<file path="config.mk">
export PLATFORM = sky130hd
export DESIGN_NAME = bpj_project
export DESIGN_NICKNAME = d
export VERILOG_FILES = /design/src/design/bpj_pkg.sv /design/src/design/bpj_project.sv
export SDC_FILE = /design/constraint.sdc
export NUM_CORES = 2
export LEC_CHECK = 0
export BUFFER_PORTS_ARGS = -buffer_cell sky130_fd_sc_hd__buf_2
export CELL_PAD_IN_SITES_DETAIL_PLACEMENT = 1
export CELL_PAD_IN_SITES_GLOBAL_PLACEMENT = 2
export CORE_MARGIN = 2
export CORE_UTILIZATION = 30
export CTS_BUF_LIST = sky130_fd_sc_hd__clkbuf_4 sky130_fd_sc_hd__clkbuf_8 sky130_fd_sc_hd__clkbuf_16
export CTS_CLUSTER_DIAMETER = 80
export DETAILED_ROUTE_END_ITERATION = 8
export GPL_TIMING_DRIVEN = 0
export PLACE_DENSITY = 0.71
export SETUP_SLACK_MARGIN = 0.4
export SKIP_LAST_GASP = 1
export SYNTH_ARGS = -nofsm -noshare
export SYNTH_HDL_FRONTEND = slang
export SYNTH_SLANG_ARGS = --single-unit
</file>
<file path="constraint.sdc">
create_clock -name clk_i -period 6.3 [get_ports clk_i]
set_clock_uncertainty 0.2 [all_clocks]
set_input_delay 0 -clock clk_i [delete_from_list [all_inputs] [get_ports clk_i]]
set_output_delay 0 -clock clk_i [all_outputs]
set_load 0.1 [all_outputs]
</file>
<file path="src/design/bpj_pkg.sv">
// Shared types, constants and helper functions for the depth pixel backprojection core.
// Every module of the core imports this package; it has no dependencies of its own.
`timescale 1ns / 1ps

package bpj_pkg;

  // Image geometry and subsampling.
  localparam int unsigned MAX_WIDTH      = 4096;
  localparam int unsigned MAX_HEIGHT     = 4096;
  localparam int unsigned SUBSAMPLE_STEP = 2;

  // Grid test by reciprocal multiplication: quotient = (idx * STEP_RECIP) >> STEP_SHIFT.
  // The ceiling reciprocal is exact for every 12-bit index and a step of up to eight.
  localparam int unsigned STEP_SHIFT   = 24;
  localparam int unsigned STEP_RECIP_W = 25;
  localparam int unsigned STEP_W       = 4;
  localparam int unsigned STEP_RECIP   =
      ((1 << STEP_SHIFT) + SUBSAMPLE_STEP - 1) / SUBSAMPLE_STEP;

  // Field widths.
  localparam int unsigned DEPTH_W = 16;
  localparam int unsigned PIX_W   = 12;
  localparam int unsigned COLOR_W = 8;
  localparam int unsigned CTR_W   = 16;
  localparam int unsigned RECIP_W = 24;
  localparam int unsigned PROD_W  = 40;  // 16 x 24 bit products
  localparam int unsigned TAN_W   = 28;  // rounded offset times reciprocal focal length
  localparam int unsigned Z_W     = 31;
  localparam int unsigned Q_W     = 59;  // TAN_W + Z_W
  localparam int unsigned QR_W    = 43;  // Q_W - 16
  localparam int unsigned COORD_W = 32;

  localparam int unsigned IN_TDATA_W  = 64;
  localparam int unsigned OUT_TDATA_W = 120;

  // Configuration register file.
  localparam int unsigned CFG_IDX_W  = 3;
  localparam int unsigned CFG_DATA_W = 24;

  typedef enum logic [CFG_IDX_W-1:0] {
    CFG_INV_DEPTH_SCALE = 3'd0,
    CFG_CENTER_X        = 3'd1,
    CFG_CENTER_Y        = 3'd2,
    CFG_INV_FOCAL_X     = 3'd3,
    CFG_INV_FOCAL_Y     = 3'd4
  } cfg_idx_e;

  localparam logic [RECIP_W-1:0] RST_INV_DEPTH_SCALE = 24'd16777;
  localparam logic [CTR_W-1:0]   RST_CENTER_X        = 16'd5120;
  localparam logic [CTR_W-1:0]   RST_CENTER_Y        = 16'd3840;
  localparam logic [RECIP_W-1:0] RST_INV_FOCAL_X     = 24'd31957;
  localparam logic [RECIP_W-1:0] RST_INV_FOCAL_Y     = 24'd31957;

  typedef struct packed {
    logic [RECIP_W-1:0] inv_depth_scale;
    logic [CTR_W-1:0]   center_x;
    logic [CTR_W-1:0]   center_y;
    logic [RECIP_W-1:0] inv_focal_x;
    logic [RECIP_W-1:0] inv_focal_y;
  } cam_cfg_t;

  typedef struct packed {
    logic [COLOR_W-1:0] red;
    logic [COLOR_W-1:0] green;
    logic [COLOR_W-1:0] blue;
  } color_t;

  typedef struct packed {
    color_t             color;
    logic [PIX_W-1:0]   row;
    logic [PIX_W-1:0]   column;
    logic [DEPTH_W-1:0] depth_value;
  } pixel_t;

  // Signed offset from the principal point, split into sign and magnitude.
  typedef struct packed {
    logic             neg;
    logic [CTR_W-1:0] mag;
  } axis_off_t;

  typedef struct packed {
    color_t             color;
    axis_off_t          off_x;
    axis_off_t          off_y;
    logic [DEPTH_W-1:0] depth_value;
  } offs_t;

  typedef struct packed {
    color_t            color;
    logic              neg_x;
    logic              neg_y;
    logic [Z_W-1:0]    z;
    logic [TAN_W-1:0]  tan_x;
    logic [TAN_W-1:0]  tan_y;
  } scaled_t;

  typedef struct packed {
    color_t                     color;
    logic [Z_W-1:0]             z_pos;
    logic signed [COORD_W-1:0]  y_pos;
    logic signed [COORD_W-1:0]  x_pos;
  } point_t;

  // True when the index is a multiple of the subsample step.
  function automatic logic on_grid(logic [PIX_W-1:0] idx);
    logic [PIX_W+STEP_RECIP_W-1:0] prod;
    logic [PIX_W-1:0]              quo;
    logic [PIX_W+STEP_W-1:0]       back;
    prod = idx * STEP_RECIP_W'(STEP_RECIP);
    quo  = prod[STEP_SHIFT +: PIX_W];
    back = quo * STEP_W'(SUBSAMPLE_STEP);
    return back == {{STEP_W{1'b0}}, idx};
  endfunction

  // Pixel index (integer) against a Q12.4 centre.
  function automatic axis_off_t center_offset(logic [PIX_W-1:0] pix, logic [CTR_W-1:0] ctr);
    axis_off_t        res;
    logic [CTR_W-1:0] p4;
    p4      = {pix, 4'b0000};
    res.neg = p4 < ctr;
    res.mag = res.neg ? (ctr - p4) : (p4 - ctr);
    return res;
  endfunction

  // Applies the sign to a rounded magnitude and saturates to 32 bits.
  function automatic logic signed [COORD_W-1:0] sign_sat(logic [QR_W-1:0] mag, logic neg);
    logic [COORD_W-1:0] m;
    if (neg) begin
      m = (mag > QR_W'(33'h080000000)) ? 32'h80000000 : mag[COORD_W-1:0];
      return COORD_W'(32'd0 - m);
    end else begin
      m = (mag > QR_W'(32'h7FFFFFFF)) ? 32'h7FFFFFFF : mag[COORD_W-1:0];
      return m;
    end
  endfunction

endpackage

</file>
<file path="src/design/bpj_project.sv">
// Projection stages: lateral products with z, then rounding, sign and saturation
// into the output register (two stages). Depends on bpj_pkg.
`timescale 1ns / 1ps

module bpj_project import bpj_pkg::*; (
  input  logic    clk_i,
  input  logic    rst_ni,
  input  logic    in_valid_i,
  output logic    in_ready_o,
  input  scaled_t in_scaled_i,
  output logic    out_valid_o,
  input  logic    out_ready_i,
  output point_t  out_point_o
);

  logic           e_valid_q;
  logic [Q_W-1:0] e_qx_q;
  logic [Q_W-1:0] e_qy_q;
  logic           e_neg_x_q;
  logic           e_neg_y_q;
  logic [Z_W-1:0] e_z_q;
  color_t         e_color_q;
  logic           e_ready;

  logic           f_valid_q;
  point_t         f_point_q;
  point_t         f_point_d;
  logic           f_ready;

  logic [Q_W-1:0] qx_sum;
  logic [Q_W-1:0] qy_sum;

  assign f_ready    = !f_valid_q || out_ready_i;
  assign e_ready    = !e_valid_q || f_ready;
  assign in_ready_o = e_ready;

  always_comb begin
    qx_sum = e_qx_q + Q_W'(32768);
    qy_sum = e_qy_q + Q_W'(32768);
    f_point_d.color = e_color_q;
    f_point_d.z_pos = e_z_q;
    f_point_d.x_pos = sign_sat(qx_sum[16 +: QR_W], e_neg_x_q);
    f_point_d.y_pos = sign_sat(qy_sum[16 +: QR_W], e_neg_y_q);
  end

  always_ff @(posedge clk_i or negedge rst_ni) begin
    if (!rst_ni) begin
      e_valid_q <= 1'b0;
      f_valid_q <= 1'b0;
    end else begin
      if (e_ready) e_valid_q <= in_valid_i;
      if (f_ready) f_valid_q <= e_valid_q;
    end
  end

  always_ff @(posedge clk_i) begin
    if (e_ready && in_valid_i) begin
      e_qx_q    <= Q_W'(in_scaled_i.tan_x) * Q_W'(in_scaled_i.z);
      e_qy_q    <= Q_W'(in_scaled_i.tan_y) * Q_W'(in_scaled_i.z);
      e_neg_x_q <= in_scaled_i.neg_x;
      e_neg_y_q <= in_scaled_i.neg_y;
      e_z_q     <= in_scaled_i.z;
      e_color_q <= in_scaled_i.color;
    end
    if (f_ready && e_valid_q) f_point_q <= f_point_d;
  end

  assign out_valid_o = f_valid_q;
  assign out_point_o = f_point_q;

endmodule

</file>
==> results.md <==
* # Max-Cap Violations at 0
* Failing checks: hold timing, setup timing
* Die Y at 480 µm
* First-pass GRT wire length at 410000 µm
* Post-synth cell types at 91
* GRT Total Usage at 0.246
* Mux share of post-synthesis cell area at 0.00184
* Ys Warns at 0
* Iter 0 DRT Violations at approximately 4200
* Nets at 10000
* Placement row count at between 150 and 200
* Die width at around 480 µm
* Die ar. at 0.231 mm²
* RSZ-0062 raised after global routing: yes
* Final Wtd Congestion at between 0.9 and 1
* Number of synthesized register bits at 266
* DRC viols at 0
* Main combinational cell family by area after synthesis: adder cells
* Outcome: complete, but fails checks
* Synth top area share at 0.442
* Adder-cell share of the synthesized area at 0.519
* Overflow after GRT at 0
* Simple-gate share of the synthesized area at 0.176
* Biggest area consumer among synthesized cells: fa_1
* Syn Std Cell Area at 0.0681 mm²
* Area contributors post-synth: fa_1 (44%), edfxtp_1 (12%), inv_1 (9.5%)
* Hold WC Path Type: in2reg
* Max Fclk at 0.152 GHz
* Initial antenna violation count at 75
* HPWL after DPL at around 230000 µm
* Most frequent cells after synthesis: inv_1 (1732), fa_1 (1502), nand2_1 (965)
* Ys flop type: edfxtp_1
* Layout cells sized above 1 at 0.163
* Syn_area_per_cell at 9.30 µm²
* Wirelength per Cell at approximately 26 µm
* Mapped Cells at between 7000 and 8000
* Pre-antenna DRT Iters at 5
* Port bufs at 237
* CTS H-tree depth at 2
* Final ANT Viol Nets at 0
* Post-layout util at 0.370
* Clk sinks at 266
* Num CTS Buffers at 43
* CP Class: in2reg
* Sequential element share of the synthesized area at 0.117
* CTS tree: yes
* P&R area growth vs syn at 22.3%
* Final setup vio count at 28
* Core box area at 0.225 mm²
* WP data arrival at 6.80 ns
* # IOs at between 200 and 250
* Tcrit/Tclk final at 1.04
* Clk pin slew, worst setup/hold paths at 0.05 ns
* Final setup margin at -0.278 ns
* Max transition margin at 0.353
* Compound-gate portion of the synthesized area at 0.0461
* FFs w/ async S/R, synth at 0.00752
* Crit path launch type: input pin
* Starting Density at 0.302
* Critical Path RT at 6.52 ns
* Slew Limit Fails at 0
* Vias in the first global route at 60000
* Hold slack at -0.000342 ns
* CP Capture Type: flip-flop
* Fin. Hold Viols at 1
* CP Max Fanout at 10
* Clock Path Buffers at 3
* Syn_nets at ~9400
* Slew of the pin with the lowest slew margin at 0.970 ns
* Clock root buffer: clkbuf_16
* Clock Latency Late Sink at a little under 0.7 ns
* Via count at 55400
* Drt via density at 5.02
* Fin crit period at 6.58 ns
* Largest net degree at the start of global routing at just under 60
* Final WL at 283000 µm
* Number of flops mapped to enable cells by yosys at 264
* Number of fill cells in the layout at between 20000 and 30000
* Most frequent cell after synthesis: inv_1
* Synth Area in XOR/XNOR at 0.0204
-- sequential cells by signal (all words and copies together) (netlist names) --
signal and flops:
e_color_q 24, e_z_q 31, e_neg_y_q 1, out_valid_o 1
e_neg_x_q 1, out_point_o 119, e_qx_q 44, e_valid_q 1
e_qy_q 44
-- through the flow --
step	setup slack (ns)	hold WS [ns]	setup TNS [ns]	area, µm²	instances
after detailed placement	-2.41	-0.404	-147.47	74600	10600
after global routing	-0.385	0.0236	-8.79	83200	11000
after floorplan	-0.224	-0.496	-1.21	69600	7322
after global placement	-2.38	-0.414	-299.59	74500	10600
after CTS	-0.298	0.0521	-4.43	81100	10900
final	-0.278	-0.000342	-3.49	83300	11000
-- cells by family after synthesis --
| kind of cell | Yosys count |
|---|---|
| AOI/OAI and AO/OA | 476 |
| xor gates and xnor gates | 158 |
| adders and majority gates | 1924 |
| DFF | 266 |
| and+or+nand+nor | 2336 |
| buffers and inverters | 2150 |
| muxes | 12 |
-- critical path: stages --
cell and delay [ns]:
buf_2 0.18, clkbuf_2 0.47, nand2_1 0.14, fa_1 0.49, inv_1 0.05, fa_1 0.51, inv_1 0.06, fa_1 0.54
inv_1 0.05, fa_1 0.49, fa_1 0.59, fa_1 0.45, fa_1 0.49, ha_2 0.32, a21oi_2 0.22, o21a_1 0.19
o21ai_2 0.08, a31oi_4 0.22, o311a_4 0.26, o21ai_4 0.07, buf_12 0.14, or4b_4 0.49, a31oi_4 0.17, xnor2_2 0.09
-- metal layers --
metal,track usage,vias up,routed length [µm]
met4,0.0720,24,9760
met3,0.0392,402,21500
met1,0.348,29900,124000
li1,-,23100,-
met5,0,-,159
met2,0.388,1923,128000
-- placed cells by master, fill, tap and decap left out, types with 13 or more instances in the layout --
cell type	n
and2_1	883
buf_12	39
and4_1	14
buf_6	56
diode_2	26
o21ai_0	60
xnor2_1	92
buf_4	217
ha_1	380
dlygate4sd3_1	121
clkbuf_4	69
inv_2	33
fa_1	1438
buf_8	23
o21a_1	16
clkbuf_8	46
clkbuf_2	69
fa_2	64
nand3_1	61
nor3_1	40
o21ai_2	13
clkbuf_1	37
a22oi_1	19
nor4_1	19
and3_1	28
xor2_1	54
ha_4	38
clkbuf_16	122
a21oi_1	91
inv_1	1700
nand2b_1	18
buf_2	259
a31oi_1	22
and2_4	37
a21oi_2	23
nand4_1	50
edfxtp_1	264
nor2_1	98
nand2_1	953
a21o_1	53
-- cell type report --
class	count	area, µm²	area share
multi-input combinational	4906	53900	0.647
tap	2992	3740	0.0450
clock buffer	45	1110	0.0133
timing repair buffer	601	4890	0.0588
inverter	1733	6500	0.0781
buffer	417	4690	0.0564
sequential	266	7980	0.0958
clock inverter	33	389	0.00467
antenna	26	65.1	0.000782
-- timing repair --
item                       4_1_cts  5_1_grt
cloned                           7        3
setup endpoints to repair      117      106
hold endpoints to repair       104        0
buffers inserted               111      118
pin swaps                      117      187
gates resized for setup        670      455
hold buffers                   121        0
-- worst paths after layout --
check                      cells past startpoint            start          endpoint  slack, ns
min reg2reg                                    0     e_color_q[5]  out_point_o[100]       0.21
max                                           24  in_scaled_i[49]        e_qx_q[55]      -0.28
min in group asynchronous                      4           rst_ni         e_valid_q       0.57
max in group asynchronous                      4           rst_ni       out_valid_o       5.18
max reg2reg                                   21       e_qy_q[29]   out_point_o[44]       0.59
min                                            2  in_scaled_i[76]         e_z_q[20]    -0.0003
Power is not shown: default switching activity piles up to over one toggle a cycle in this logic, so the estimate is an artifact.
