File: config.mk
export PLATFORM = sky130hd
export DESIGN_NAME = bpj_scale
export DESIGN_NICKNAME = d
export VERILOG_FILES = /design/src/design/bpj_pkg.sv /design/src/design/bpj_scale.sv
export SDC_FILE = /design/constraint.sdc
export NUM_CORES = 2
export LEC_CHECK = 0
export BUFFER_PORTS_ARGS = -buffer_cell sky130_fd_sc_hd__buf_2
export CAP_MARGIN = 30
export CORE_MARGIN = 10
export CORE_UTILIZATION = 38
export CTS_BUF_LIST = sky130_fd_sc_hd__clkbuf_16
export DETAILED_ROUTE_END_ITERATION = 7
export SYNTH_ARGS = -nofsm -noshare
export SYNTH_HDL_FRONTEND = slang
export SYNTH_SLANG_ARGS = --single-unit
File: constraint.sdc
create_clock -name clk_i -period 5.35 [get_ports clk_i]
set_clock_uncertainty 0.05 [all_clocks]
set_input_delay 0.535 -clock clk_i [delete_from_list [all_inputs] [get_ports clk_i]]
set_output_delay 0.535 -clock clk_i [all_outputs]
set_load 0.05 [all_outputs]
File: src/design/bpj_pkg.sv
// Shared types, constants and helper functions for the depth pixel backprojection core.
// Every module of the core imports this package; it has no dependencies of its own.
`timescale 1ns / 1ps

package bpj_pkg;

  // Image geometry and subsampling.
  localparam int unsigned MAX_WIDTH      = 4096;
  localparam int unsigned MAX_HEIGHT     = 4096;
  localparam int unsigned SUBSAMPLE_STEP = 2;

  // Grid test by reciprocal multiplication: quotient = (idx * STEP_RECIP) >> STEP_SHIFT.
  // The ceiling reciprocal is exact for every 12-bit index and a step of up to eight.
  localparam int unsigned STEP_SHIFT   = 24;
  localparam int unsigned STEP_RECIP_W = 25;
  localparam int unsigned STEP_W       = 4;
  localparam int unsigned STEP_RECIP   =
      ((1 << STEP_SHIFT) + SUBSAMPLE_STEP - 1) / SUBSAMPLE_STEP;

  // Field widths.
  localparam int unsigned DEPTH_W = 16;
  localparam int unsigned PIX_W   = 12;
  localparam int unsigned COLOR_W = 8;
  localparam int unsigned CTR_W   = 16;
  localparam int unsigned RECIP_W = 24;
  localparam int unsigned PROD_W  = 40;  // 16 x 24 bit products
  localparam int unsigned TAN_W   = 28;  // rounded offset times reciprocal focal length
  localparam int unsigned Z_W     = 31;
  localparam int unsigned Q_W     = 59;  // TAN_W + Z_W
  localparam int unsigned QR_W    = 43;  // Q_W - 16
  localparam int unsigned COORD_W = 32;

  localparam int unsigned IN_TDATA_W  = 64;
  localparam int unsigned OUT_TDATA_W = 120;

  // Configuration register file.
  localparam int unsigned CFG_IDX_W  = 3;
  localparam int unsigned CFG_DATA_W = 24;

  typedef enum logic [CFG_IDX_W-1:0] {
    CFG_INV_DEPTH_SCALE = 3'd0,
    CFG_CENTER_X        = 3'd1,
    CFG_CENTER_Y        = 3'd2,
    CFG_INV_FOCAL_X     = 3'd3,
    CFG_INV_FOCAL_Y     = 3'd4
  } cfg_idx_e;

  localparam logic [RECIP_W-1:0] RST_INV_DEPTH_SCALE = 24'd16777;
  localparam logic [CTR_W-1:0]   RST_CENTER_X        = 16'd5120;
  localparam logic [CTR_W-1:0]   RST_CENTER_Y        = 16'd3840;
  localparam logic [RECIP_W-1:0] RST_INV_FOCAL_X     = 24'd31957;
  localparam logic [RECIP_W-1:0] RST_INV_FOCAL_Y     = 24'd31957;

  typedef struct packed {
    logic [RECIP_W-1:0] inv_depth_scale;
    logic [CTR_W-1:0]   center_x;
    logic [CTR_W-1:0]   center_y;
    logic [RECIP_W-1:0] inv_focal_x;
    logic [RECIP_W-1:0] inv_focal_y;
  } cam_cfg_t;

  typedef struct packed {
    logic [COLOR_W-1:0] red;
    logic [COLOR_W-1:0] green;
    logic [COLOR_W-1:0] blue;
  } color_t;

  typedef struct packed {
    color_t             color;
    logic [PIX_W-1:0]   row;
    logic [PIX_W-1:0]   column;
    logic [DEPTH_W-1:0] depth_value;
  } pixel_t;

  // Signed offset from the principal point, split into sign and magnitude.
  typedef struct packed {
    logic             neg;
    logic [CTR_W-1:0] mag;
  } axis_off_t;

  typedef struct packed {
    color_t             color;
    axis_off_t          off_x;
    axis_off_t          off_y;
    logic [DEPTH_W-1:0] depth_value;
  } offs_t;

  typedef struct packed {
    color_t            color;
    logic              neg_x;
    logic              neg_y;
    logic [Z_W-1:0]    z;
    logic [TAN_W-1:0]  tan_x;
    logic [TAN_W-1:0]  tan_y;
  } scaled_t;

  typedef struct packed {
    color_t                     color;
    logic [Z_W-1:0]             z_pos;
    logic signed [COORD_W-1:0]  y_pos;
    logic signed [COORD_W-1:0]  x_pos;
  } point_t;

  // True when the index is a multiple of the subsample step.
  function automatic logic on_grid(logic [PIX_W-1:0] idx);
    logic [PIX_W+STEP_RECIP_W-1:0] prod;
    logic [PIX_W-1:0]              quo;
    logic [PIX_W+STEP_W-1:0]       back;
    prod = idx * STEP_RECIP_W'(STEP_RECIP);
    quo  = prod[STEP_SHIFT +: PIX_W];
    back = quo * STEP_W'(SUBSAMPLE_STEP);
    return back == {{STEP_W{1'b0}}, idx};
  endfunction

  // Pixel index (integer) against a Q12.4 centre.
  function automatic axis_off_t center_offset(logic [PIX_W-1:0] pix, logic [CTR_W-1:0] ctr);
    axis_off_t        res;
    logic [CTR_W-1:0] p4;
    p4      = {pix, 4'b0000};
    res.neg = p4 < ctr;
    res.mag = res.neg ? (ctr - p4) : (p4 - ctr);
    return res;
  endfunction

  // Applies the sign to a rounded magnitude and saturates to 32 bits.
  function automatic logic signed [COORD_W-1:0] sign_sat(logic [QR_W-1:0] mag, logic neg);
    logic [COORD_W-1:0] m;
    if (neg) begin
      m = (mag > QR_W'(33'h080000000)) ? 32'h80000000 : mag[COORD_W-1:0];
      return COORD_W'(32'd0 - m);
    end else begin
      m = (mag > QR_W'(32'h7FFFFFFF)) ? 32'h7FFFFFFF : mag[COORD_W-1:0];
      return m;
    end
  endfunction

endpackage

File: src/design/bpj_scale.sv
// Scaling stages: depth and offset products, then z and lateral rounding (two stages).
// Depends on bpj_pkg.
`timescale 1ns / 1ps

module bpj_scale import bpj_pkg::*; (
  input  logic     clk_i,
  input  logic     rst_ni,
  input  cam_cfg_t cfg_i,
  input  logic     in_valid_i,
  output logic     in_ready_o,
  input  offs_t    in_offs_i,
  output logic     out_valid_o,
  input  logic     out_ready_i,
  output scaled_t  out_scaled_o
);

  logic              c_valid_q;
  logic [PROD_W-1:0] c_pz_q;
  logic [PROD_W-1:0] c_px_q;
  logic [PROD_W-1:0] c_py_q;
  logic              c_neg_x_q;
  logic              c_neg_y_q;
  color_t            c_color_q;
  logic              c_ready;

  logic              d_valid_q;
  scaled_t           d_scaled_q;
  scaled_t           d_scaled_d;
  logic              d_ready;

  logic [PROD_W:0]   z_sum;
  logic [PROD_W-1:0] x_sum;
  logic [PROD_W-1:0] y_sum;

  assign d_ready    = !d_valid_q || out_ready_i;
  assign c_ready    = !c_valid_q || d_ready;
  assign in_ready_o = c_ready;

  // Rounding adds; the offset products stay below 2^40 minus 2^24, so no carry is lost.
  always_comb begin
    z_sum = {1'b0, c_pz_q} + (PROD_W+1)'(128);
    x_sum = c_px_q + PROD_W'(2048);
    y_sum = c_py_q + PROD_W'(2048);
    d_scaled_d.color = c_color_q;
    d_scaled_d.neg_x = c_neg_x_q;
    d_scaled_d.neg_y = c_neg_y_q;
    d_scaled_d.z     = z_sum[PROD_W-1] ? {Z_W{1'b1}} : z_sum[8 +: Z_W];
    d_scaled_d.tan_x = x_sum[12 +: TAN_W];
    d_scaled_d.tan_y = y_sum[12 +: TAN_W];
  end

  always_ff @(posedge clk_i or negedge rst_ni) begin
    if (!rst_ni) begin
      c_valid_q <= 1'b0;
      d_valid_q <= 1'b0;
    end else begin
      if (c_ready) c_valid_q <= in_valid_i;
      if (d_ready) d_valid_q <= c_valid_q;
    end
  end

  always_ff @(posedge clk_i) begin
    if (c_ready && in_valid_i) begin
      c_pz_q    <= PROD_W'(in_offs_i.depth_value) * PROD_W'(cfg_i.inv_depth_scale);
      c_px_q    <= PROD_W'(in_offs_i.off_x.mag) * PROD_W'(cfg_i.inv_focal_x);
      c_py_q    <= PROD_W'(in_offs_i.off_y.mag) * PROD_W'(cfg_i.inv_focal_y);
      c_neg_x_q <= in_offs_i.off_x.neg;
      c_neg_y_q <= in_offs_i.off_y.neg;
      c_color_q <= in_offs_i.color;
    end
    if (d_ready && c_valid_q) d_scaled_q <= d_scaled_d;
  end

  assign out_valid_o  = d_valid_q;
  assign out_scaled_o = d_scaled_q;

endmodule

==> summary.md <==
| Metric | Value |
|---|---|
| DR DRC count | `0` |
| Mapped Cells | `4582` |
| Initial DRC Count | `1345` |
| Nets | `a little under 7000` |
| Clock sink count | `~230` |
| Cell Area, Synth | `about 44000 sq um` |
| YS warnings | `0` |
| Synth cell types | `65` |
| CP max FO | `5` |
| Die area | `130000 sq um` |
| Drt via density | `4.73` |
| Status | `finished with violations` |
| Sequential-to-total area share from yosys stat | `between 10% and 20%` |
| CP max stage delay | `0.56 ns` |
| CP max-delay cell | `fa_1` |
| Relative slew margins | `around two fifths` |
| Final min period | `5.90 ns` |
| Post-synthesis async set-or-reset flop share | `0.862%` |
| Setup WS post-layout | `-0.550 ns` |
| Dpl hpwl | `95800 um` |
| Placement Rows | `125` |
| Vias | `32424` |
| DP Worst Slack | `-1.43 ns` |
| Hold Crit Class | `in2reg` |
| Synth-to-Final Area Change | `26.1%` |
| WHS Path Cells | `1` |
| Max H-tree Level | `2` |
| Total grt overflow | `0` |
| Skew-Pair Late Insertion Delay | `0.56 ns` |
| Clock buffer count from CTS | `34` |
| Remaining antenna violation count | `0` |
| Layout cells sized above 1 | `approximately a quarter` |
| WP data required | `about 5.8 ns` |
| Crit path DAT | `6.30 ns` |
| Largest net degree at the start of global routing | `118` |
| CP most frequent cell | `fa_1` |
| Top post-synthesis cells by area | `fa_1 (41%), edfxtp_1 (16%), ha_1 (9.3%)` |
| Max Transition Viols Final | `0` |
| Fin. Hold Viols | `0` |
| Maxcap violations | `0` |
| Global-route wire length before repair | `188000 um` |
| Flop2flop setup slack | `between 1.5 and 2 ns` |
| Unrepaired setup endpoints after global routing | `true` |
| Reg clk slew, reported paths | `0.06 ns` |
| WL final | `116000 um` |
| Setup CP Type | `in2reg` |
| Initial antenna violation count | `9` |
| Root Buffer | `clkbuf_16` |
| Post-Syn Area per Cell | `roughly 9.6 sq um` |
| Util after Layout | `48.1%` |
| WL/cell | `16.9 um` |
| IO buf count | `between 200 and 300` |
| Worst R2R Path Depth | `11` |
| IO Pins | `between 200 and 300` |
| Synth Register Bits | `232` |
| Post-synth EDFFs | `230` |
| Worst-Margin Slew | `between 0.8 and 0.9 ns` |
| Yosys top cell area share | `roughly two fifths` |
| Total GRT Usage | `17.9%` |
| Hold EP | `c_color_q[7]$_DFFE_PP_` |
| 1st-pass router iterations | `5` |
| Worst setup SP type | `input port` |
| Hold path start | `in_offs_i[57]` |
| Tcrit/Tclk final | `110%` |
| Crit path capture type | `flip-flop` |
| Setup Viol. Count Final | `just over 60` |
| TritonCTS clock tree | `yes` |
| Synthesized Nets | `6009` |
| FF-to-FF Start | `c_pz_q[7]$_DFFE_PP_` |
| Core box area | `116000 sq um` |
| Starting density of the core | `a little under two fifths` |
| Cell chain of the critical path | `buf_4 > buf_6 > nand2_2 > fa_1 > inv_1 > fa_1 > fa_1 > fa_1 > fa_1 > inv_1 > fa_1 > inv_2 > ha_4 > and3_4 > nand4_1 > a211o_1 > a21oi_4 > nor2_4 > o21ai_4 > a41oi_4 > or4b_1 > nand3_1` |
| GPL Wtd Cong | `0.892` |
| DIE WIDTH | `361 um` |
| Synth Flop Type | `edfxtp_1` |
| Die Ht | `361 um` |
| Failing checks | `setup timing` |
| Reg2reg end | `out_scaled_o[75]$_SDFFCE_PP1P_` |
| Vias in the first global route | `~36000` |
| Fmax achieved | `approximately 170 MHz` |
| Clk buf depth | `3` |
| Synth area leader | `fa_1` |
[area by class of cell]
type	count	area, sq um
Fill cell	10741	60200
Clock buffer	34	851
Inverter	1046	3930
Clock inverter	28	267
Timing Repair Buffer	867	7340
Multi-Input combinational cell	3129	34500
Tap cell	1524	1910
Antenna cell	2	5.00
Sequential cell	232	6960
[metal layers]
metal	wire length, um	global-route usage [%]	up-vias
met4	3660	5.53	12
li1	-	-	15142
met1	49100	22.8	16370
met2	55900	30.0	721
met3	7440	4.43	179
met5	72	0	-
[synth_stat cells, drive strengths merged, types with 4 or more instances]
library cell / number
ha: 330
clkbuf: 175
nand2b: 13
inv: 1046
nor3: 11
a221oi: 5
fa: 915
a211oi: 4
o21a: 8
nor2: 60
nand3: 56
nand4: 29
a31oi: 9
xnor2: 99
a21oi: 77
o21bai: 10
nor2b: 8
a41oi: 5
nor3b: 4
xor2: 76
o31ai: 4
and4: 9
edfxtp: 230
a21o: 37
nand2: 778
and2: 476
and3: 27
o21ai: 39
[sequential cells by signal (all words and copies together), names as in the netlist]
name,flops
out_valid_o,1
c_neg_y_q,1
c_neg_x_q,1
c_py_q,29
c_valid_q,1
c_pz_q,33
c_color_q,24
out_scaled_o,113
c_px_q,29
[layout by cell type, fill, tap and decap left out, types with 37 or more instances in the layout]
| cell | count |
|---|---|
| nand3_1 | 46 |
| fa_1 | 877 |
| inv_1 | 996 |
| buf_6 | 123 |
| buf_4 | 505 |
| edfxtp_1 | 230 |
| a21o_1 | 37 |
| clkbuf_16 | 39 |
| fa_2 | 38 |
| xnor2_1 | 90 |
| nor2_1 | 53 |
| inv_2 | 52 |
| xor2_1 | 72 |
| nand2_1 | 741 |
| and2_1 | 419 |
| ha_1 | 288 |
| and2_4 | 57 |
| buf_2 | 170 |
[critical path, delay by kind of cell]
kind	cells	cell delay, ns
AOI/OAI and AO/OA	4	0.90
adders and majority gates	7	3.35
buffers and inverters	5	0.41
and+or+nand+nor	6	1.11
[per-stage QoR]
step	setup TNS (ns)	std cells	area, sq um	hold WS, ns
CTS	-13.43	6815	54200	0.0233
global placement	-74.10	6702	51300	0.275
finish	-15.94	6862	55700	0.0738
floorplan	-29.18	4582	45300	0.189
global route	-24.71	6861	55700	0.0437
detailed placement	-78.00	6702	51300	0.277
[worst max-delay path by stage]
stage | startpoint | endpoint | slack, ns | depth (start not counted)
finish | in_offs_i[28] | c_py_q[36]$_DFFE_PP_ | -0.55 | 22
global route | in_offs_i[29] | c_py_q[39]$_DFFE_PP_ | -0.67 | 19
CTS | cfg_i[3] | c_py_q[39]$_DFFE_PP_ | -0.54 | 20
detailed placement | in_offs_i[17] | c_py_q[39]$_DFFE_PP_ | -1.43 | 21
global placement | in_offs_i[17] | c_py_q[39]$_DFFE_PP_ | -1.41 | 21
floorplan | in_offs_i[13] | c_pz_q[33]$_DFFE_PP_ | -0.87 | 20
[logic make-up (layout without fill, tap and decap cells)]
logic type,after synthesis,count (layout),share of synthesized area (%)
xor gates and xnor gates,175,175,3.47
buffers and inverters,1221,1975,10.4
DFF,232,232,15.7
adders and majority gates,1245,1245,50.8
and+or+nand+nor,1485,1485,16.2
other,0,2,0
AOI/OAI and AO/OA,224,224,3.43
[timing repair]
item                                   in CTS  in global routing
endpoints found under the hold margin       2                  0
cloned                                      1                  5
hold buffers                                1                  0
gates resized for setup                   377                279
pin swaps                                 168                166
buffers inserted                           55                 51
setup endpoints to repair                  72                 73
Power is not shown: default switching activity piles up to over one toggle a cycle in this logic, so the estimate is an artifact.
