===== src/design/bpj_pkg.sv =====
// Shared types, constants and helper functions for the depth pixel backprojection core.
// Every module of the core imports this package; it has no dependencies of its own.
`timescale 1ns / 1ps

package bpj_pkg;

  // Image geometry and subsampling.
  localparam int unsigned MAX_WIDTH      = 4096;
  localparam int unsigned MAX_HEIGHT     = 4096;
  localparam int unsigned SUBSAMPLE_STEP = 2;

  // Grid test by reciprocal multiplication: quotient = (idx * STEP_RECIP) >> STEP_SHIFT.
  // The ceiling reciprocal is exact for every 12-bit index and a step of up to eight.
  localparam int unsigned STEP_SHIFT   = 24;
  localparam int unsigned STEP_RECIP_W = 25;
  localparam int unsigned STEP_W       = 4;
  localparam int unsigned STEP_RECIP   =
      ((1 << STEP_SHIFT) + SUBSAMPLE_STEP - 1) / SUBSAMPLE_STEP;

  // Field widths.
  localparam int unsigned DEPTH_W = 16;
  localparam int unsigned PIX_W   = 12;
  localparam int unsigned COLOR_W = 8;
  localparam int unsigned CTR_W   = 16;
  localparam int unsigned RECIP_W = 24;
  localparam int unsigned PROD_W  = 40;  // 16 x 24 bit products
  localparam int unsigned TAN_W   = 28;  // rounded offset times reciprocal focal length
  localparam int unsigned Z_W     = 31;
  localparam int unsigned Q_W     = 59;  // TAN_W + Z_W
  localparam int unsigned QR_W    = 43;  // Q_W - 16
  localparam int unsigned COORD_W = 32;

  localparam int unsigned IN_TDATA_W  = 64;
  localparam int unsigned OUT_TDATA_W = 120;

  // Configuration register file.
  localparam int unsigned CFG_IDX_W  = 3;
  localparam int unsigned CFG_DATA_W = 24;

  typedef enum logic [CFG_IDX_W-1:0] {
    CFG_INV_DEPTH_SCALE = 3'd0,
    CFG_CENTER_X        = 3'd1,
    CFG_CENTER_Y        = 3'd2,
    CFG_INV_FOCAL_X     = 3'd3,
    CFG_INV_FOCAL_Y     = 3'd4
  } cfg_idx_e;

  localparam logic [RECIP_W-1:0] RST_INV_DEPTH_SCALE = 24'd16777;
  localparam logic [CTR_W-1:0]   RST_CENTER_X        = 16'd5120;
  localparam logic [CTR_W-1:0]   RST_CENTER_Y        = 16'd3840;
  localparam logic [RECIP_W-1:0] RST_INV_FOCAL_X     = 24'd31957;
  localparam logic [RECIP_W-1:0] RST_INV_FOCAL_Y     = 24'd31957;

  typedef struct packed {
    logic [RECIP_W-1:0] inv_depth_scale;
    logic [CTR_W-1:0]   center_x;
    logic [CTR_W-1:0]   center_y;
    logic [RECIP_W-1:0] inv_focal_x;
    logic [RECIP_W-1:0] inv_focal_y;
  } cam_cfg_t;

  typedef struct packed {
    logic [COLOR_W-1:0] red;
    logic [COLOR_W-1:0] green;
    logic [COLOR_W-1:0] blue;
  } color_t;

  typedef struct packed {
    color_t             color;
    logic [PIX_W-1:0]   row;
    logic [PIX_W-1:0]   column;
    logic [DEPTH_W-1:0] depth_value;
  } pixel_t;

  // Signed offset from the principal point, split into sign and magnitude.
  typedef struct packed {
    logic             neg;
    logic [CTR_W-1:0] mag;
  } axis_off_t;

  typedef struct packed {
    color_t             color;
    axis_off_t          off_x;
    axis_off_t          off_y;
    logic [DEPTH_W-1:0] depth_value;
  } offs_t;

  typedef struct packed {
    color_t            color;
    logic              neg_x;
    logic              neg_y;
    logic [Z_W-1:0]    z;
    logic [TAN_W-1:0]  tan_x;
    logic [TAN_W-1:0]  tan_y;
  } scaled_t;

  typedef struct packed {
    color_t                     color;
    logic [Z_W-1:0]             z_pos;
    logic signed [COORD_W-1:0]  y_pos;
    logic signed [COORD_W-1:0]  x_pos;
  } point_t;

  // True when the index is a multiple of the subsample step.
  function automatic logic on_grid(logic [PIX_W-1:0] idx);
    logic [PIX_W+STEP_RECIP_W-1:0] prod;
    logic [PIX_W-1:0]              quo;
    logic [PIX_W+STEP_W-1:0]       back;
    prod = idx * STEP_RECIP_W'(STEP_RECIP);
    quo  = prod[STEP_SHIFT +: PIX_W];
    back = quo * STEP_W'(SUBSAMPLE_STEP);
    return back == {{STEP_W{1'b0}}, idx};
  endfunction

  // Pixel index (integer) against a Q12.4 centre.
  function automatic axis_off_t center_offset(logic [PIX_W-1:0] pix, logic [CTR_W-1:0] ctr);
    axis_off_t        res;
    logic [CTR_W-1:0] p4;
    p4      = {pix, 4'b0000};
    res.neg = p4 < ctr;
    res.mag = res.neg ? (ctr - p4) : (p4 - ctr);
    return res;
  endfunction

  // Applies the sign to a rounded magnitude and saturates to 32 bits.
  function automatic logic signed [COORD_W-1:0] sign_sat(logic [QR_W-1:0] mag, logic neg);
    logic [COORD_W-1:0] m;
    if (neg) begin
      m = (mag > QR_W'(33'h080000000)) ? 32'h80000000 : mag[COORD_W-1:0];
      return COORD_W'(32'd0 - m);
    end else begin
      m = (mag > QR_W'(32'h7FFFFFFF)) ? 32'h7FFFFFFF : mag[COORD_W-1:0];
      return m;
    end
  endfunction

endpackage


===== src/design/bpj_front.sv =====
// Front end: input register, pixel filter and principal point offsets (two stages).
// Depends on bpj_pkg.
`timescale 1ns / 1ps

module bpj_front import bpj_pkg::*; (
  input  logic     clk_i,
  input  logic     rst_ni,
  input  cam_cfg_t cfg_i,
  input  logic     in_valid_i,
  output logic     in_ready_o,
  input  pixel_t   in_pix_i,
  output logic     out_valid_o,
  input  logic     out_ready_i,
  output offs_t    out_offs_o
);

  logic   a_valid_q;
  pixel_t a_pix_q;
  logic   a_ready;
  logic   b_valid_q;
  offs_t  b_offs_q;
  offs_t  b_offs_d;
  logic   b_ready;
  logic   keep;

  assign b_ready    = !b_valid_q || out_ready_i;
  assign a_ready    = !a_valid_q || b_ready;
  assign in_ready_o = a_ready;

  // Pixels off the grid, outside the image or without depth never leave this stage.
  always_comb begin
    keep = on_grid(a_pix_q.column) && on_grid(a_pix_q.row) &&
           (32'(a_pix_q.column) < MAX_WIDTH) && (32'(a_pix_q.row) < MAX_HEIGHT) &&
           (a_pix_q.depth_value != '0);
    b_offs_d.color       = a_pix_q.color;
    b_offs_d.depth_value = a_pix_q.depth_value;
    b_offs_d.off_x       = center_offset(a_pix_q.column, cfg_i.center_x);
    b_offs_d.off_y       = center_offset(a_pix_q.row, cfg_i.center_y);
  end

  always_ff @(posedge clk_i or negedge rst_ni) begin
    if (!rst_ni) begin
      a_valid_q <= 1'b0;
      b_valid_q <= 1'b0;
    end else begin
      if (a_ready) a_valid_q <= in_valid_i;
      if (b_ready) b_valid_q <= a_valid_q && keep;
    end
  end

  always_ff @(posedge clk_i) begin
    if (a_ready && in_valid_i) a_pix_q <= in_pix_i;
    if (b_ready && a_valid_q) b_offs_q <= b_offs_d;
  end

  assign out_valid_o = b_valid_q;
  assign out_offs_o  = b_offs_q;

endmodule


===== config.mk =====
export PLATFORM = sky130hd
export DESIGN_NAME = bpj_front
export DESIGN_NICKNAME = d
export VERILOG_FILES = /design/src/design/bpj_pkg.sv /design/src/design/bpj_front.sv
export SDC_FILE = /design/constraint.sdc
export NUM_CORES = 1
export LEC_CHECK = 0
export BUFFER_PORTS_ARGS = -buffer_cell sky130_fd_sc_hd__buf_2
export CAP_MARGIN = 20
export CORE_AREA = 2 2 142 144
export DETAILED_ROUTE_END_ITERATION = 10
export DIE_AREA = 0 0 144 146
export PLACE_DENSITY = 0.58
export SYNTH_ARGS = -nofsm -noshare
export SYNTH_HDL_FRONTEND = slang
export SYNTH_SLANG_ARGS = --single-unit

===== constraint.sdc =====
create_clock -name clk_i -period 5 [get_ports clk_i]
set_input_delay 0.25 -clock clk_i [delete_from_list [all_inputs] [get_ports clk_i]]
set_output_delay 0.25 -clock clk_i [all_outputs]
set_load 0.03 [all_outputs]

==> results of run 1 <==
state kept, by name (all words and copies together) (netlist names):
signal       cells
out_offs_o      74
a_pix_q         64
a_valid_q        1
out_valid_o      1
where the power goes:
part | internal [mW] | leakage [nW] | switching [mW] | total [mW]
clock network | 0.656 | 0.269 | 0.544 | 1.20
registers | 1.43 | 1.37 | 0.0329 | 1.46
logic | 0.243 | 2.23 | 0.419 | 0.662
total | 2.33 | 3.87 | 0.996 | 3.33
kinds of logic (layout without fill, tap and decap cells):
logic type | Yosys count | after routing | synth area share [%]
flops | 140 | 140 | 62.8
simple gates | 90 | 90 | 6.76
mux | 11 | 11 | 1.76
xor+xnor | 28 | 28 | 3.67
compound gates | 109 | 109 | 11.2
buf+inv | 69 | 322 | 4.25
fa+ha+maj | 50 | 50 | 9.59
layout by cell type, fill, tap and decap left out, types with 4 or more instances in the layout:
cell type      instances
clkbuf_16             17
edfxtp_1             138
nand4_1                6
inv_6                  6
a31oi_1                7
a21oi_1               37
nor2b_1                7
mux2i_1                8
nand2b_1               4
o21ai_0               18
a21o_1                11
xor2_1                17
inv_1                 55
nor2_1                23
dlygate4sd3_1         58
buf_2                175
o211ai_1               4
ha_1                  48
xnor2_1               11
nor4_1                 5
o21a_1                 4
nand2_1               25
nand3_1                4
nor3_1                 6
layer usage:
layer,up-vias,GRT usage [%]
met5,-,0
met4,0,5.05
met3,18,4.51
met2,169,25.5
met1,2273,19.0
li1,2299,-
stage by stage:
step           util (%)  std cells  hold slack [ps]
2_1_floorplan         -        497            -45.6
3_3_place_gp       40.5        924             49.2
3_5_place_dp       40.5        924             47.0
4_1_cts            46.3       1013            0.157
5_1_grt            46.5       1015            0.325
6_report           46.5       1015             15.6
worst reg2reg max path: cells and delay by family, from the launching register on:
kind                     cells  cell delay, ps
AO/OA/AOI/OAI                5            1920
flip-flops                   1             470
adder cells (fa/ha/maj)      1             410
AND/OR/NAND/NOR              1             180
XOR/XNOR                     1             100
area by class of cell:
class | instances | area [um^2] | share of cell area, %
Inverter | 55 | 206 | 2.30
Tap cell | 265 | 332 | 3.69
Clock inverter | 14 | 128 | 1.42
Sequential cell | 140 | 4190 | 46.7
Multi-Input combinational cell | 288 | 2210 | 24.6
Timing Repair Buffer | 235 | 1480 | 16.5
Clock buffer | 18 | 429 | 4.78
worst paths after layout:
path,slack [ps],cells past startpoint,to
setup / recovery,1650,8,out_offs_o[45]
hold / removal,20,1,a_pix_q[39]
setup reg to reg,1650,8,out_offs_o[45]
hold reg to reg,420,0,out_offs_o[72]
max in group asynchronous,4720,2,a_valid_q
min in group asynchronous,170,2,out_valid_o
repair_timing:
| action | 4_1_cts | 5_1_grt |
|---|---|---|
| endpoints found under the hold margin | 58 | 1 |
| buffers inserted | 0 | 0 |
| hold buffers | 57 | 1 |
==> run summary, run 1 <==
I/O Buffers: 175
Filler Cell Count: 1,762
met2 WL: 7890 um
DRT Wirelength: 15,800 um
Die Ht: 146 um
final instance area: 8980 um^2
HPWL Detailed: 11,200 um
crit path launch type: flop
min-delay worst type: input port to flop
vias in the first global route: 4,926
crit share post-route: 66.9%
most common cell in the netlist: edfxtp_1
wire per inst: 15.6 um
Leak: 3.87 nW
Clock transition at path regs: 60 ps
gpl congestion: 0.827
skew final: 16.5 ps
Worst Max-Slew Pin Slew: 1060 ps
Slew headroom: 29.1%
mean post-synth cell area: 13.4 um^2
drt initial violations: 193
setup TNS: 0 ps
CTS resizes: 0
vias per inst: 4.69
worst slack, placed: 1710 ps
RSZ-0062 raised after global routing: false
CP startpoint: a_pix_q[17]
initial antenna violation count: 0
DRC viols: 0
outcome: complete, no violations
Synthesized Nets: 719
synthesized instance count: 497
Post-synth top cells: edfxtp_1 (138), inv_1 (55), ha_1 (48), a21oi_1 (37), nand2_1 (25)
Bufs on Longest Clock Path: 2
Layout area overhead: 34.5%
Clk Latency, worst-skew pair: 430 ps
top routing layer in use: met4
post-synth top area share: 62.0%
r2r startpoint: a_pix_q[17]
global-route wire length before repair: 24,800 um
Synthesis Warnings: 0
fmax: 299 MHz
I/O pins: 248
die width: 144 um
Async SR Flop Fraction: 1.43%
IR drop worst, VDD: 0.000212 V
delay-heaviest family, CP: compound AO/OA/AOI/OAI gates
Pwr Density: 370 nW/um^2
Final Max Tran Viols: 0
Worst Min Path Start: in_pix_i[39]
fin worst setup slack: 1650 ps
Starting Density: 34.5%
CP Capture Type: flop
CTS tree: built
top post-synthesis cells by area: edfxtp_1 (62%), ha_1 (9.0%), inv_1 (3.1%)
share of cells above drive strength 1: 30.1%
vias: 4,759
core area: 19,300 um^2
hold violation count in the final report: 0
Mapped Area: 6680 um^2
register bit total from synthesis: 140
largest net degree at the start of global routing: 65
# rows: 51
EDFF count, synth: 138
highest cell delay on the worst timing path: 860 ps
Crit Path Max Fanout: 22
CTS buffer count: 17
crit path kind: flop to flop
cell at the root of the clock tree: clkbuf_16
n_diodes: 0
CP arrival: 3490 ps
CP max stage cell: a21boi_2
met3 wire length: 998 um
total gr overflow: 0
final net count: 959
Power Total: 3.33 mW
H-tree depth: 4
distinct cell type count after synthesis: 56
sequential fraction of the synthesis area: 62.8%
max_cap viols: 0
top_reg_cell synth: edfxtp_1
post-route ant nets: 0
crit path buf inv count: 0
WP data required: 5150 ps
placed cell area: 7830 um^2
Yosys top cell by area: edfxtp_1
clock sink count: 140
GRT Overall Usage: 15.3%
CP dominant cell by count: a311oi_1
Final Critical Period: 3350 ps
M1 WL: 6730 um
full die area: 21,000 um^2
crit-path cells: ha_1 -> a21o_1 -> a311oi_1 -> nor2_1 -> a21boi_2 -> a311oi_1 -> a31oi_1 -> xor2_1
1st-pass router iterations: 4
final setup fails: 0
Power figures use the tool's default switching activity.
==> inputs of run 2 (changes only) <==
--- a/config.mk
+++ b/config.mk
@@ -10,7 +10,7 @@
 export CORE_AREA = 2 2 142 144
 export DETAILED_ROUTE_END_ITERATION = 10
 export DIE_AREA = 0 0 144 146
-export PLACE_DENSITY = 0.58
+export PLACE_DENSITY = 0.6
 export SYNTH_ARGS = -nofsm -noshare
 export SYNTH_HDL_FRONTEND = slang
 export SYNTH_SLANG_ARGS = --single-unit
==> constraint.sdc (replaced) <==
create_clock -name clk_i -period 2.9 [get_ports clk_i]
set_input_delay 0.145 -clock clk_i [delete_from_list [all_inputs] [get_ports clk_i]]
set_output_delay 0.145 -clock clk_i [all_outputs]
set_load 0.03 [all_outputs]
==> run 2 against run 1 <==
Net effect:
- sequential power is 73% higher
- wire length fell by 2.3%
- flip-flop and latch count stayed put
- power rose by 74%
- via count rose by 0.86%
- highest routed layer unchanged
- first-iteration DRC count increased by 6.7%
- largest power group unchanged
- final cell count up 2.5%
- design area up 2.7%
- clock skew is 7.9 ps lower
==> run summary, run 2 (synthesis results as in run 1) <==
final setup fails: 0
Crit Path Max Fanout: 11
Pwr Density: 628 nW/um^2
crit path launch type: flop
largest net degree at the start of global routing: 75
vias: 4,800
Clk pwr share: 36.0%
WP data required: 3060 ps
wire per inst: 14.9 um
drt initial violations: 206
n_diodes: 0
Reg power frac: 43.5%
cell at the root of the clock tree: clkbuf_16
Leak: 4.01 nW
Logic pwr share: 20.5%
reg2reg end: out_offs_o[40]
P_sw: 1.67 mW
RSZ-0062 raised after global routing: false
Worst Max-Slew Pin Slew: 579 ps
worst hold slack: 51.4 ps
Starting Density: 34.5%
Clk Latency, worst-skew pair: 420 ps
I/O pins: 248
global-route wire length before repair: 24,400 um
sw frac: 28.9%
core area: 19,300 um^2
Power Total: 5.79 mW
Layout area overhead: 38.1%
setup TNS: 0 ps
1st-pass router iterations: 4
most frequent cells in the layout: buf_2 (175), edfxtp_1 (138), dlygate4sd3_1 (68), inv_1 (55), ha_1 (48)
vias in the first global route: 4,940
H-tree depth: 4
gpl congestion: 0.869
DRT Wirelength: 15,500 um
crit path kind: flop to flop
share of cells above drive strength 1: 31.2%
vias per inst: 4.62
initial antenna violation count: 0
min-delay worst type: input port to asynchronous set/reset pin
DRC viols: 0
HPWL Detailed: 11,300 um
most common cell after layout, fill and taps aside: buf_2
Bufs on Longest Clock Path: 2
I/O Buffers: 175
outcome: complete, no violations
fmax: 364 MHz
CTS buffer count: 17
IR drop worst, VDD: 0.000364 V
Final Max Tran Viols: 0
# rows: 51
crit share post-route: 94.8%
skew final: 8.62 ps
die width: 144 um
Final Critical Period: 2750 ps
hold violation count in the final report: 0
Int Pwr: 4.12 mW
clock sink count: 140
CTS tree: built
r2r startpoint: a_pix_q[16]
CP Capture Type: flop
R2R Setup Slk: 150 ps
Die Ht: 146 um
post-route ant nets: 0
Worst Reg-to-Reg Cells: 10
Setup Fix Bufs, Post-CTS: 0
Clock transition at path regs: 60 ps
total gr overflow: 0
full die area: 21,000 um^2
GRT Overall Usage: 14.9%
final net count: 985
Slew headroom: 61.4%
CP arrival: 2910 ps
max reg flops: 74
max_cap viols: 0
==> run 2: changes by cell type in the layout (fill, tap and decap cells not counted), moves of 2 or more <==
cell / before / now
buf_4: 1 / 16
dlygate4sd3_1: 58 / 68
clkinv_2: 0 / 3
clkinvlp_4: 2 / 0
inv_8: 3 / 1
==> run 2: per-stage QoR <==
step	setup WS, ps	cell area, um^2	util (%)	std cells
detailed placement	182	7980	41.3	941
floorplan	333	6690	-	497
CTS	160	9220	47.7	1040
global placement	164	7980	41.3	941
global route	1.30	9230	47.7	1040
finish	150	9230	47.7	1040
==> run 2: final cells by class <==
cell class	instances	area, um^2
Sequential cell	140	4190
Fill cell	1732	10100
Clock buffer	17	425
Timing Repair Buffer	261	1720
Clock inverter	14	135
Tap cell	265	332
Multi-Input combinational cell	288	2220
Inverter	55	206
==> run 2: power by group through the flow <==
stage / sequential, mW / clock [mW] / combinational [mW]
global placement: 2.56 / 0 / 1.10
finish: 2.52 / 2.08 / 1.19
global route: 2.54 / 2.22 / 1.29
detailed placement: 2.56 / 0 / 1.12
CTS: 2.52 / 2.15 / 1.19
floorplan: 2.81 / 0 / 0.499
==> run 2: worst max-delay path, stage by stage, from the launching register on <==
cell and delay [ps]:
edfxtp_1 440, ha_1 350, nor3b_4 180, a311oi_1 350
buf_4 180, nor2_1 70, a21boi_2 400, buf_12 190
a211oi_1 60, a31oi_1 180, xor2_1 90
==> run 2: timing repair <==
action                                  CTS  global route
endpoints found under the setup margin    0             1
hold buffers                             68             0
hold endpoints to repair                 69             0
resized for setup                         0             1
==> run 2: how the worst max path moves through the flow <==
stage                     start        endpoint  slack (ps)  cells after the start
floorplan           a_pix_q[29]  out_offs_o[31]         330                      8
global placement    a_pix_q[16]  out_offs_o[34]         160                      8
detailed placement  a_pix_q[21]  out_offs_o[40]         180                      9
CTS                 a_pix_q[21]  out_offs_o[40]         160                      9
global route        a_pix_q[21]  out_offs_o[40]           1                      9
finish              a_pix_q[16]  out_offs_o[40]         150                     10
==> run 2: per-layer routing <==
metal	up-vias	track usage, %	routed length (um)
met4	0	5.29	261
met1	2307	17.4	6530
met3	22	3.88	650
met2	122	26.3	8020
li1	2349	-	-
met5	-	0	0
